**config.mk**
```make
export PLATFORM = sky130hd
export DESIGN_NAME = hex_ascii_crc_frame_checker_unit
export DESIGN_NICKNAME = d
export VERILOG_FILES = /design/src/rtl/hacfc_pkg.sv /design/src/rtl/hacfc_frame.sv /design/src/rtl/hacfc_out.sv /design/src/rtl/hex_ascii_crc_frame_checker_unit.sv
export SDC_FILE = /design/constraint.sdc
export NUM_CORES = 1
export LEC_CHECK = 0
export BUFFER_PORTS_ARGS = -buffer_cell sky130_fd_sc_hd__buf_2
export CORE_AREA = 10 10 106 89
export DETAILED_ROUTE_END_ITERATION = 7
export DIE_AREA = 0 0 116 99
export PLACE_DENSITY = 0.76
export SETUP_SLACK_MARGIN = 0.4
export SLEW_MARGIN = 20
export SYNTH_ARGS = -nofsm -noshare
export SYNTH_HDL_FRONTEND = slang
export SYNTH_SLANG_ARGS = --single-unit
```
**constraint.sdc**
```tcl
create_clock -name clk -period 6.1 [get_ports clk]
set_input_delay 0.61 -clock clk [delete_from_list [all_inputs] [get_ports clk]]
set_output_delay 0.61 -clock clk [all_outputs]
set_load 0.02 [all_outputs]
```
**src/rtl/hacfc_pkg.sv**
```systemverilog
`timescale 1ns / 1ps
// ----------------------------------------------------------------------------
// hacfc_pkg
// Shared types, character codes, status codes and the per-character
// CRC-16-CCITT and hex decode functions of the frame checker.
// ----------------------------------------------------------------------------
package hacfc_pkg;

  localparam int unsigned LEN_W = 6;

  localparam logic [7:0]  FRAME_OPEN  = 8'h7B;
  localparam logic [7:0]  FRAME_CLOSE = 8'h7D;
  localparam logic [15:0] CRC_INIT    = 16'hFFFF;
  localparam logic [15:0] CRC_XOROUT  = 16'h0000;
  localparam logic [15:0] CRC_POLY    = 16'h1021;
  localparam logic [LEN_W-1:0] LEN_RESET = 6'd32;

  localparam logic [1:0] STATUS_OK        = 2'd0;
  localparam logic [1:0] STATUS_BAD_FRAME = 2'd1;
  localparam logic [1:0] STATUS_BAD_CRC   = 2'd2;
  localparam logic [1:0] STATUS_BAD_HEX   = 2'd3;

  localparam logic KIND_BYTE   = 1'b0;
  localparam logic KIND_STATUS = 1'b1;

  typedef struct packed {
    logic       kind;
    logic [7:0] data_byte;
    logic [1:0] status;
    logic       last;
  } result_t;

  typedef struct packed {
    logic       valid;
    result_t    res;
  } frame_out_t;

  // one character through the msb-first crc, eight shift steps
  function automatic logic [15:0] crc_update(input logic [15:0] crc_in,
                                             input logic [7:0]  ch);
    logic [15:0] c;
    c = crc_in ^ {ch, 8'h00};
    for (int i = 0; i < 8; i++) begin
      if (c[15]) begin
        c = {c[14:0], 1'b0} ^ CRC_POLY;
      end else begin
        c = {c[14:0], 1'b0};
      end
    end
    return c;
  endfunction

  // returns {ok, nibble}; a non-hex character decodes as nibble 0
  function automatic logic [4:0] hex_decode(input logic [7:0] ch);
    logic [4:0] r;
    r = 5'd0;
    if (ch >= 8'h30 && ch <= 8'h39) begin
      r = {1'b1, 4'(ch - 8'h30)};
    end else if (ch >= 8'h41 && ch <= 8'h46) begin
      r = {1'b1, 4'(ch - 8'h37)};
    end else if (ch >= 8'h61 && ch <= 8'h66) begin
      r = {1'b1, 4'(ch - 8'h57)};
    end
    return r;
  endfunction

endpackage

```
**src/rtl/hacfc_frame.sv**
```systemverilog
`timescale 1ns / 1ps
// ----------------------------------------------------------------------------
// hacfc_frame
// Frame state: character position, running crc, held nibble, received crc
// and sticky error. Steps once per character and forms at most one result.
// ----------------------------------------------------------------------------
module hacfc_frame #(
  parameter int unsigned MAX_PAYLOAD = 32,
  parameter int unsigned POS_W       = 7
) (
  input  logic                          clk,
  input  logic                          rst,
  input  logic                          cfg_we,
  input  logic [hacfc_pkg::LEN_W-1:0]   cfg_len,
  input  logic                          step,
  input  logic [7:0]                    ch,
  output hacfc_pkg::frame_out_t         fout
);
  import hacfc_pkg::*;

  localparam int unsigned EW = (POS_W > LEN_W) ? POS_W + 1 : LEN_W + 1;

  logic [LEN_W-1:0] payload_length;
  logic [POS_W-1:0] char_position;
  logic [15:0]      running_crc;
  logic [3:0]       high_nibble_hold;
  logic [15:0]      received_crc;
  logic [1:0]       error_code;

  logic [POS_W-1:0] char_position_next;
  logic [15:0]      running_crc_next;
  logic [3:0]       high_nibble_hold_next;
  logic [15:0]      received_crc_next;
  logic [1:0]       error_code_next;

  logic [EW-1:0]    len_ext;
  logic [EW-1:0]    n_eff;
  logic [POS_W-1:0] pay_end;
  logic [POS_W-1:0] close_pos;
  logic [4:0]       hex;
  logic [1:0]       status;

  // clamp the length into 1..MAX_PAYLOAD
  always_comb begin
    len_ext = EW'(payload_length);
    if (len_ext == '0) begin
      n_eff = EW'(1);
    end else if (len_ext > EW'(MAX_PAYLOAD)) begin
      n_eff = EW'(MAX_PAYLOAD);
    end else begin
      n_eff = len_ext;
    end
    pay_end   = POS_W'(n_eff << 1);
    close_pos = pay_end + POS_W'(5);
  end

  always_comb begin
    hex = hex_decode(ch);
    if (ch != FRAME_CLOSE || error_code == STATUS_BAD_FRAME) begin
      status = STATUS_BAD_FRAME;
    end else if (error_code != STATUS_OK) begin
      status = error_code;
    end else if ((running_crc ^ CRC_XOROUT) != received_crc) begin
      status = STATUS_BAD_CRC;
    end else begin
      status = STATUS_OK;
    end
  end

  always_comb begin
    char_position_next    = char_position;
    running_crc_next      = running_crc;
    high_nibble_hold_next = high_nibble_hold;
    received_crc_next     = received_crc;
    error_code_next       = error_code;
    fout.valid            = 1'b0;
    fout.res.kind         = KIND_BYTE;
    fout.res.data_byte    = 8'h00;
    fout.res.status       = STATUS_OK;
    fout.res.last         = 1'b0;

    if (char_position >= close_pos) begin
      fout.valid            = 1'b1;
      fout.res.kind         = KIND_STATUS;
      fout.res.status       = status;
      fout.res.last         = 1'b1;
      char_position_next    = '0;
      running_crc_next      = CRC_INIT;
      high_nibble_hold_next = 4'h0;
      received_crc_next     = 16'h0000;
      error_code_next       = STATUS_OK;
    end else begin
      char_position_next = char_position + POS_W'(1);
      if (char_position == '0) begin
        if (ch != FRAME_OPEN) begin
          error_code_next = STATUS_BAD_FRAME;
        end
      end else begin
        if (!hex[4] && error_code == STATUS_OK) begin
          error_code_next = STATUS_BAD_HEX;
        end
        if (char_position <= pay_end) begin
          running_crc_next = crc_update(running_crc, ch);
          if (char_position[0]) begin
            high_nibble_hold_next = hex[3:0];
          end else begin
            fout.valid         = 1'b1;
            fout.res.data_byte = {high_nibble_hold, hex[3:0]};
          end
        end else begin
          received_crc_next = {received_crc[11:0], hex[3:0]};
        end
      end
    end
  end

  always_ff @(posedge clk) begin
    if (rst || cfg_we) begin
      payload_length   <= rst ? LEN_RESET : cfg_len;
      char_position    <= '0;
      running_crc      <= CRC_INIT;
      high_nibble_hold <= 4'h0;
      received_crc     <= 16'h0000;
      error_code       <= STATUS_OK;
    end else if (step) begin
      char_position    <= char_position_next;
      running_crc      <= running_crc_next;
      high_nibble_hold <= high_nibble_hold_next;
      received_crc     <= received_crc_next;
      error_code       <= error_code_next;
    end
  end

  a_pos_in_frame: assert property (@(posedge clk) disable iff (rst)
    char_position <= close_pos)
    else $error("character position past the closing character");

  a_status_restarts: assert property (@(posedge clk) disable iff (rst)
    (step && fout.valid && fout.res.last) |=> (char_position == '0))
    else $error("frame did not restart after its status");

  a_byte_on_even: assert property (@(posedge clk) disable iff (rst)
    (fout.valid && fout.res.kind == KIND_BYTE) |->
      (!char_position[0] && char_position != '0 && char_position <= pay_end))
    else $error("payload byte outside an even payload position");

  a_hex_sticky: assert property (@(posedge clk) disable iff (rst)
    (step && !cfg_we && error_code == STATUS_BAD_HEX && !fout.res.last)
      |=> (error_code == STATUS_BAD_HEX))
    else $error("hex error dropped inside a frame");

endmodule

```
**src/rtl/hacfc_out.sv**
```systemverilog
`timescale 1ns / 1ps
// ----------------------------------------------------------------------------
// hacfc_out
// Result register: holds one result until the downstream side takes it.
// ----------------------------------------------------------------------------
module hacfc_out (
  input  logic              clk,
  input  logic              rst,
  input  logic              load,
  input  hacfc_pkg::result_t res_in,
  input  logic              stall,
  output logic              free,
  output logic              valid,
  output hacfc_pkg::result_t res_out
);
  import hacfc_pkg::*;

  // slot can take a new result if empty or draining this cycle
  assign free = !valid || !stall;

  always_ff @(posedge clk) begin
    if (rst) begin
      valid <= 1'b0;
    end else if (load) begin
      valid <= 1'b1;
    end else if (!stall) begin
      valid <= 1'b0;
    end
  end

  always_ff @(posedge clk) begin
    if (load) begin
      res_out <= res_in;
    end
  end

  a_no_overwrite: assert property (@(posedge clk) disable iff (rst)
    (valid && stall) |-> !load)
    else $error("held result overwritten");

  a_load_shows: assert property (@(posedge clk) disable iff (rst)
    load |=> (valid && res_out == $past(res_in)))
    else $error("loaded result not presented");

  a_status_last: assert property (@(posedge clk) disable iff (rst)
    valid |-> (res_out.last == (res_out.kind == KIND_STATUS)))
    else $error("last flag disagrees with result kind");

endmodule

```
**src/rtl/hex_ascii_crc_frame_checker_unit.sv**
```systemverilog
`timescale 1ns / 1ps
// ----------------------------------------------------------------------------
// hex_ascii_crc_frame_checker_unit
// Hex-ASCII frame checker: decodes payload bytes, checks the CRC-16-CCITT
// over the payload characters and reports one status per frame.
// ----------------------------------------------------------------------------
// path: a character is held in the input register, then its result in the result register
// throughput: one character per cycle unless result_stall holds the result register full;
// the frame state steps once per cycle from the input register into the result register
// a character waits in the input register only while the result register is
// held full by result_stall
// reset: synchronous, payload_length returns to 32 and the frame restarts
module hex_ascii_crc_frame_checker_unit #(
  parameter int unsigned MAX_PAYLOAD = 32
) (
  input  logic       clk,
  input  logic       rst,
  input  logic       cfg_valid,
  output logic       cfg_ready,
  input  logic [5:0] cfg_data,
  input  logic       rx_valid,
  output logic       rx_stall,
  input  logic [7:0] rx_char,
  output logic       result_valid,
  input  logic       result_stall,
  output logic       result_kind,
  output logic [7:0] data_byte,
  output logic [1:0] frame_status,
  output logic       last_of_frame
);
  import hacfc_pkg::*;

  localparam int unsigned POS_W = $clog2(2 * MAX_PAYLOAD + 6);

  logic       char_valid;
  logic [7:0] char_hold;
  logic       out_free;
  logic       step;
  logic       cfg_we;
  frame_out_t fout;
  result_t    res_q;

  assign cfg_ready = 1'b1;
  assign cfg_we    = cfg_valid && cfg_ready;
  assign step      = char_valid && out_free;
  assign rx_stall  = char_valid && !out_free;

  always_ff @(posedge clk) begin
    if (rst) begin
      char_valid <= 1'b0;
    end else if (rx_valid && !rx_stall) begin
      char_valid <= 1'b1;
    end else if (step) begin
      char_valid <= 1'b0;
    end
  end

  always_ff @(posedge clk) begin
    if (rx_valid && !rx_stall) begin
      char_hold <= rx_char;
    end
  end

  hacfc_frame #(
    .MAX_PAYLOAD (MAX_PAYLOAD),
    .POS_W       (POS_W)
  ) u_frame (
    .clk     (clk),
    .rst     (rst),
    .cfg_we  (cfg_we),
    .cfg_len (cfg_data),
    .step    (step),
    .ch      (char_hold),
    .fout    (fout)
  );

  hacfc_out u_out (
    .clk     (clk),
    .rst     (rst),
    .load    (step && fout.valid),
    .res_in  (fout.res),
    .stall   (result_stall),
    .free    (out_free),
    .valid   (result_valid),
    .res_out (res_q)
  );

  assign result_kind   = res_q.kind;
  assign data_byte     = res_q.data_byte;
  assign frame_status  = res_q.status;
  assign last_of_frame = res_q.last;

  a_stall_needs_item: assert property (@(posedge clk) disable iff (rst)
    rx_stall |-> (char_valid && result_valid))
    else $error("input stalled with nothing waiting");

  a_char_kept: assert property (@(posedge clk) disable iff (rst)
    (char_valid && !step) |=> (char_valid && $stable(char_hold)))
    else $error("waiting character lost");

  a_step_drains: assert property (@(posedge clk) disable iff (rst)
    (step && !(rx_valid && !rx_stall)) |=> !char_valid)
    else $error("character processed twice");

endmodule
```
==> impl_metrics.py, run 1 <==
metrics = {
    "critical_path": {
        "path_class": "flip-flop to flip-flop",
        "required_ps": 6380,
        "crit_chain": "inv_1, nand2_1, inv_1, ha_1, a31oi_1, ha_1, and3_1, a221oi_1, and2_1, inv_2, nor4_4, a22oi_1, nor2_1",
        "max_stage_delay_ps": 760,
        "worstPathMaxFanout": 16,
        "slowest_stage": "nor4_4",
        "cp.arrival_ps": 3760,
        "start_kind": "flip-flop",
        "cp-end-kind": "flip-flop",
    },
    "synth": {
        "synth_seq_area_share_pct": 46.90,
        "synthSimpleGateAreaFrac_pct": 16.93,
        "synthAdderAreaFrac_pct": 6.590,
        "ys.warnings.count": 0,
        "ys_ff_latch": 72,
        "synth_compound_gate_area_share_pct": 14.19,
        "syn-cell-area_um2": 3607,
        "synth_xor_area_share_pct": 11.65,
        "synth_top_family_by_area": "simple AND/OR/NAND/NOR gates",
        "syn_inst": 356,
        "ys.flop_type": "dfxtp_1",
        "synth_edf_count": 25,
        "async_flop_share_pct": 0,
        "synth_largest_area_cell": "dfxtp_1",
        "avgSynthCellArea_um2": 10.13,
        "muxShareOfSynthArea_pct": 0.3122,
        "syn_nets": 394,
        "ys_types": 48,
        "synth_top_area_share_pct": 26.08,
        "synth_area_leaders": "dfxtp_1 26%, edfxtp_1 21%, xor2_1 7.3%, ha_1 6.6%, xnor2_1 4.4%",
    },
    "placement": {
        "place_congestion": 0.8732,
        "io_buffer_count": 32,
        "pre_cts_slack_ps": 2729,
        "dp.cells": 467,
        "dp_hpwl_um": 5878,
        "placed_area_um2": 3827,
    },
    "global_routing": {
        "grt_pass1_wl_um": 13280,
        "grt_max_degree": 23,
        "overflow": 0,
        "first_global_vias": 2597,
        "grt_usage_pct": 14.38,
        "antenna_found_initial": 0,
    },
    "die": {
        "fp-row-count": 28,
        "dieArea_um2": 11480,
        "pin_count": 34,
        "core_um2": 7287,
        "die_h_um": 99,
        "start_util_pct": 49.50,
        "die_w_um": 116,
    },
    "sta": {
        "skew_ps": 6.633,
        "grt_setup_unrepaired": "no",
        "hold_slack_ps": 431.1,
        "maxSlewHeadroom_pct": 26.67,
        "setup_tns_ps": 0,
        "drv_slew": 0,
        "post-route-period-util_pct": 57.02,
        "hold_viol_final": 0,
        "fmax_ghz": 0.2875,
        "fin_crit_ps": 3478,
        "max_slew.worst_pin.slew_ps": 1100,
        "setup_viol": 0,
        "layout_setup_ws_ps": 2622,
    },
    "detailed_routing": {
        "dr_total_vias": 2735,
        "viasPerCell": 5.663,
        "drt_pass1_iterations": 4,
        "final_antenna_net_count": 0,
        "finalWirelength_um": 7920,
        "drcViolationCount": 0,
        "wl_per_cell_um": 16.40,
        "drt_iter0_drc": 134,
    },
    "cts": {
        "clock_path_buffers": 2,
        "cts_setup_buffers": 0,
        "ctsHoldBuffers": 0,
        "path_clk_slew_ps": 80,
        "htree_levels": 3,
        "cts_sinks": 72,
        "cts_tree": "done",
        "cts_root_buffer": "clkbuf_8",
        "cts_resized": 0,
        "worstSkewPairLatency_ps": 350,
        "cts_buffers": 9,
    },
    "status": {
        "status": "finished clean",
    },
    "run": {
        "maxCapViolCount": 0,
    },
    "finish": {
        "fin_cells": 483,
        "fin_nets": 426,
        "n_antenna_cell": 0,
        "final_area_um2": 4048,
        "area_delta_synth_final_pct": 12.21,
        "multi_input_area_um2": 1795,
        "seqCellArea_um2": 1692,
        "layout-drive-gt1-share_pct": 14.25,
        "fill_cells": 655,
    },
    "power": {
        "leakage_uw": 0.001558,
        "p_per_area_nw_per_um2": 253.1,
        "vdd_drop_max_mv": 0.1503,
    },
    "hold_path": {
        "min_path_type": "input port to flip-flop",
    },
}
where the power goes:
| part | internal [uW] | switching (uW) |
|---|---|---|
| clock network | 239 | 177 |
| registers | 506 | 12.2 |
| logic | 36.7 | 52.8 |
| total | 782 | 242 |
registers in the layout, indices dropped and copies added, names as in the netlist:
name,flops
u_frame.received_crc,16
u_frame.high_nibble_hold,4
u_out.valid,1
char_hold,8
u_frame.error_code,2
u_out.res_out,11
u_frame.char_position,7
u_frame.running_crc,16
char_valid,1
u_frame.payload_length,6
critical path: cells and delay by family (launching register included):
family	cells	cell delay, ps
simple gates	5	1520
compound gates	3	610
fa+ha+maj	2	500
flops	1	420
buf+inv	3	330
placed cells by master (no fill, tap or decap), types with 7 or more instances in the layout:
cell type and instances:
edfxtp_1 25, o32ai_1 16, ha_1 19, nand2_1 31, xor2_1 30, a22oi_1 16
xnor2_1 18, inv_1 12, buf_2 32, nor3_1 9, clkbuf_8 10, a21oi_1 7
nor2b_1 9, and2_1 9, dfxtp_1 47, nor2_1 37
worst paths after layout:
check	slack [ps]	end	depth (start not counted)	start
setup / recovery	2620	u_frame.received_crc[9]	13	u_frame.payload_length[5]
setup reg to reg	2620	u_frame.received_crc[9]	13	u_frame.payload_length[5]
hold / removal	430	char_hold[5]	1	rx_char[5]
hold reg to reg	460	u_frame.high_nibble_hold[2]	1	u_frame.high_nibble_hold[2]
kinds of logic after synthesis:
family	after synthesis
and+or+nand+nor	123
other	1
DFF	72
muxes	1
xor gates and xnor gates	48
AOI/OAI and AO/OA	65
adders and majority gates	19
buffers and inverters	27
final cells by class:
cell class | instances | area share (%)
clock buffers | 10 | 3.400
clock inverters | 6 | 2.040
inverters | 14 | 1.298
multi-input cells | 257 | 44.36
flip-flops and latches | 72 | 41.79
well taps | 90 | 2.782
repair buffers | 34 | 4.328
layer usage:
layer	vias up	wire length (um)	global-route usage (%)
met5	-	0	0
met4	0	108	4.131
met3	9	498	4.848
met2	72	3325	19.70
met1	1312	3988	20.70
li1	1342	-	-
synthesized netlist by cell type, drive strengths merged, types with 2 or more instances:
master and instances:
and3 4, a2111oi 2, dfxtp 47, and3b 2, buf 4, a22o 4, and2 9, o32ai 16
a21o 5, a21oi 7, inv 13, nor2b 9, nor4 7, clkbuf 9, nor3 9, nor2 37
xnor2 18, nand3b 2, or2 2, xor2 30, a22oi 16, o21ai 2, nand2 31, nand3 6
edfxtp 25, ha 19, a31oi 3, a311oi 3
stage by stage:
| step | power (uW) | util (%) |
|---|---|---|
| 2_1_floorplan | 592.3 | - |
| 3_3_place_gp | 614.6 | 52.52 |
| 3_5_place_dp | 616.4 | 52.52 |
| 4_1_cts | 1028 | 55.55 |
| 5_1_grt | 1065 | 55.55 |
| 6_report | 1024 | 55.55 |
Power figures use the tool's default switching activity.
==> run 2, diff against run 1 <==
Settings changed: ABC_AREA from default to 1, CORE_AREA 10 10 106 89 to 10 10 112 94, DIE_AREA 0 0 116 99 to 0 0 122 104, PLACE_DENSITY 0.76 to 0.77.
Clock period 6.1 ns to 2.8 ns, I/O delays scaled along.
==> impl_metrics.py, run 2 <==
metrics = {
    "status": {
        "status": "finished clean",
    },
    "cts": {
        "htree_levels": 3,
        "cts_buffers": 9,
        "path_clk_slew_ps": 80,
        "ctsHoldBuffers": 0,
        "cts_tree": "done",
        "clock_path_buffers": 2,
        "cts_sinks": 72,
        "worstSkewPairLatency_ps": 360,
        "cts_root_buffer": "clkbuf_8",
    },
    "synth": {
        "synth_top_area_share_pct": 23.51,
        "ys_types": 42,
        "syn-cell-area_um2": 4001,
        "synth_common_cells": "133 x nand2_1, 68 x inv_1, 55 x nor2_1, 47 x dfxtp_1, 30 x nand3_1",
        "yosysMostFrequentCell": "nand2_1",
        "ys.flop_type": "dfxtp_1",
        "synth_edf_count": 25,
        "ys.warnings.count": 0,
        "synth_seq_area_share_pct": 42.28,
        "synth_largest_area_cell": "dfxtp_1",
        "synth_area_leaders": "dfxtp_1 24%, edfxtp_1 19%, nand2_1 12%, inv_1 6.4%, ha_1 5.9%",
        "syn_inst": 513,
        "async_flop_share_pct": 0,
        "syn_nets": 551,
        "ys_ff_latch": 72,
        "avgSynthCellArea_um2": 7.800,
    },
    "global_routing": {
        "first_global_vias": 3717,
        "grt_max_degree": 25,
        "grt_pass1_wl_um": 17430,
        "overflow": 0,
        "grt_usage_pct": 16.85,
        "antenna_found_initial": 0,
    },
    "sta": {
        "fin_crit_ps": 2771,
        "setup_viol": 0,
        "fmax_ghz": 0.3609,
        "max_slew.worst_pin.slew_ps": 615.9,
        "hold_viol_final": 0,
        "post-route-period-util_pct": 98.95,
        "hold_slack_ps": 97.56,
        "maxSlewHeadroom_pct": 58.69,
        "layout_setup_ws_ps": 29.43,
        "drv_slew": 0,
        "skew_ps": 13.53,
        "grt_setup_unrepaired": "yes",
    },
    "detailed_routing": {
        "drcViolationCount": 0,
        "top_layer": "met4",
        "wl_met3_um": 949,
        "drt_pass1_iterations": 5,
        "finalWirelength_um": 11330,
        "dr_total_vias": 3754,
        "wl_per_cell_um": 16.27,
        "drt_iter0_drc": 290,
        "met1Wirelength_um": 4609,
        "viasPerCell": 5.394,
        "final_antenna_net_count": 0,
        "wl_met2_um": 5348,
    },
    "finish": {
        "fin_nets": 617,
        "fill_cells": 612,
        "finish.utilization_pct": 63.24,
        "area_delta_synth_final_pct": 31.11,
        "reg_top3": "u_frame.received_crc x16, u_frame.running_crc x16, u_out.res_out x11",
        "n_antenna_cell": 0,
        "final_area_um2": 5246,
        "mostFrequentLayoutCells": "108 x nand2_1, 64 x inv_1, 47 x dfxtp_1, 41 x nor2_1, 32 x buf_2",
        "final_common_cell": "nand2_1",
        "layout-drive-gt1-share_pct": 32.19,
    },
    "hold_path": {
        "min_path_type": "input port to flip-flop",
        "min_from": "rx_char[5]",
    },
    "critical_path": {
        "worstReg2RegStart": "u_frame.payload_length[4]",
        "path_class": "flip-flop to flip-flop",
        "crit_chain": "nor2_1, nand4_1, nand2_1, inv_2, nor2_4, ha_4, xnor2_2, ha_1, nand2_1, nor2_2, nand2_2, nand2_8, nand2_8, nand2_8, o21ai_4, buf_12, inv_8",
        "cp.arrival_ps": 2850,
        "crit_buf_inv": 3,
        "start_kind": "flip-flop",
        "max_stage_delay_ps": 430,
        "required_ps": 2880,
        "worstPathMaxFanout": 6,
        "slowest_stage": "edfxtp_1",
        "crit_top_cell": "nand2_8",
        "critical_path.top_delay_family": "simple AND/OR/NAND/NOR gates",
        "cp-end-kind": "flip-flop",
        "crit_start": "u_frame.payload_length[4]",
    },
    "placement": {
        "pre_cts_slack_ps": -166.9,
        "place_congestion": 0.9287,
        "placed_area_um2": 4269,
        "dp_hpwl_um": 6784,
        "io_buffer_count": 32,
    },
    "die": {
        "start_util_pct": 48.24,
        "die_w_um": 122,
        "die_h_um": 104,
        "pin_count": 34,
        "fp-row-count": 30,
        "core_um2": 8295,
        "dieArea_um2": 12690,
    },
    "run": {
        "maxCapViolCount": 0,
    },
    "power": {
        "vdd_drop_max_mv": 0.2480,
        "fin_total_pwr_uw": 2355,
        "p_per_area_nw_per_um2": 448.9,
        "leakage_uw": 0.002374,
    },
}
## run 2: cell types whose count changed in the layout (fill, tap and decap cells not counted), sizes merged, moves of 19 or more
cell	delta
a21oi	+21
buf	+29
inv	+65
nand2	+110
nand3	+26
nor2	+23
o21ai	+19
xor2	-19
## run 2: cell families (layout without fill, tap and decap cells)
logic type / after synthesis / count (layout) / share of synthesized area, %
simple gates: 243 / 243 / 26.92
buf+inv: 87 / 158 / 9.412
flops: 72 / 72 / 42.28
compound gates: 64 / 64 / 9.256
xor+xnor: 27 / 27 / 6.098
fa+ha+maj: 19 / 19 / 5.941
other cells: 1 / 1 / 0.09372
## run 2: final cells by class
cell class,count,area (um^2),area share [%]
clock buffer,10,127.6,2.433
clock inverter,6,88.84,1.693
inverter,74,305.3,5.819
multi-input combinational,354,2328,44.38
sequential,72,1692,32.24
tap,112,140.1,2.671
timing repair buffer,65,539.3,10.28
timing repair inverter,3,25.02,0.4770
## run 2: path summary, 6_finish.rpt
kind | cells past startpoint | slack (ps) | end
min reg2reg | 2 | 500 | u_frame.received_crc[14]
min | 1 | 100 | char_hold[5]
max | 17 | 30 | u_out.res_out[9]
max reg2reg | 17 | 30 | u_out.res_out[9]
## run 2: stage by stage
stage / std cells / setup TNS (ps)
after floorplan: 513 / 0
after global placement: 648 / 0
after detailed placement: 648 / -1446
after CTS: 689 / 0
after global routing: 696 / -1078
final: 696 / 0
## run 2: what timing repair did
action / CTS / global route
setup buffers: 21 / 6
pin swaps: 34 / 25
gates resized for setup: 84 / 41
gates cloned: 4 / 1
endpoints found under the setup margin: 67 / 68
## run 2: power breakdown
| group | switching (uW) | total, uW | internal, uW |
|---|---|---|---|
| Sequential | 22.5 | 1120 | 1100 |
| Clock | 421 | 929 | 507 |
| Combinational | 184 | 302 | 117 |
| Total | 628 | 2350 | 1730 |
## run 2: layer usage
| metal | track usage, % | vias up |
|---|---|---|
| li1 | - | 1765 |
| met1 | 20.35 | 1752 |
| met2 | 26.41 | 194 |
| met3 | 4.395 | 43 |
| met4 | 9.354 | 0 |
| met5 | 0 | - |
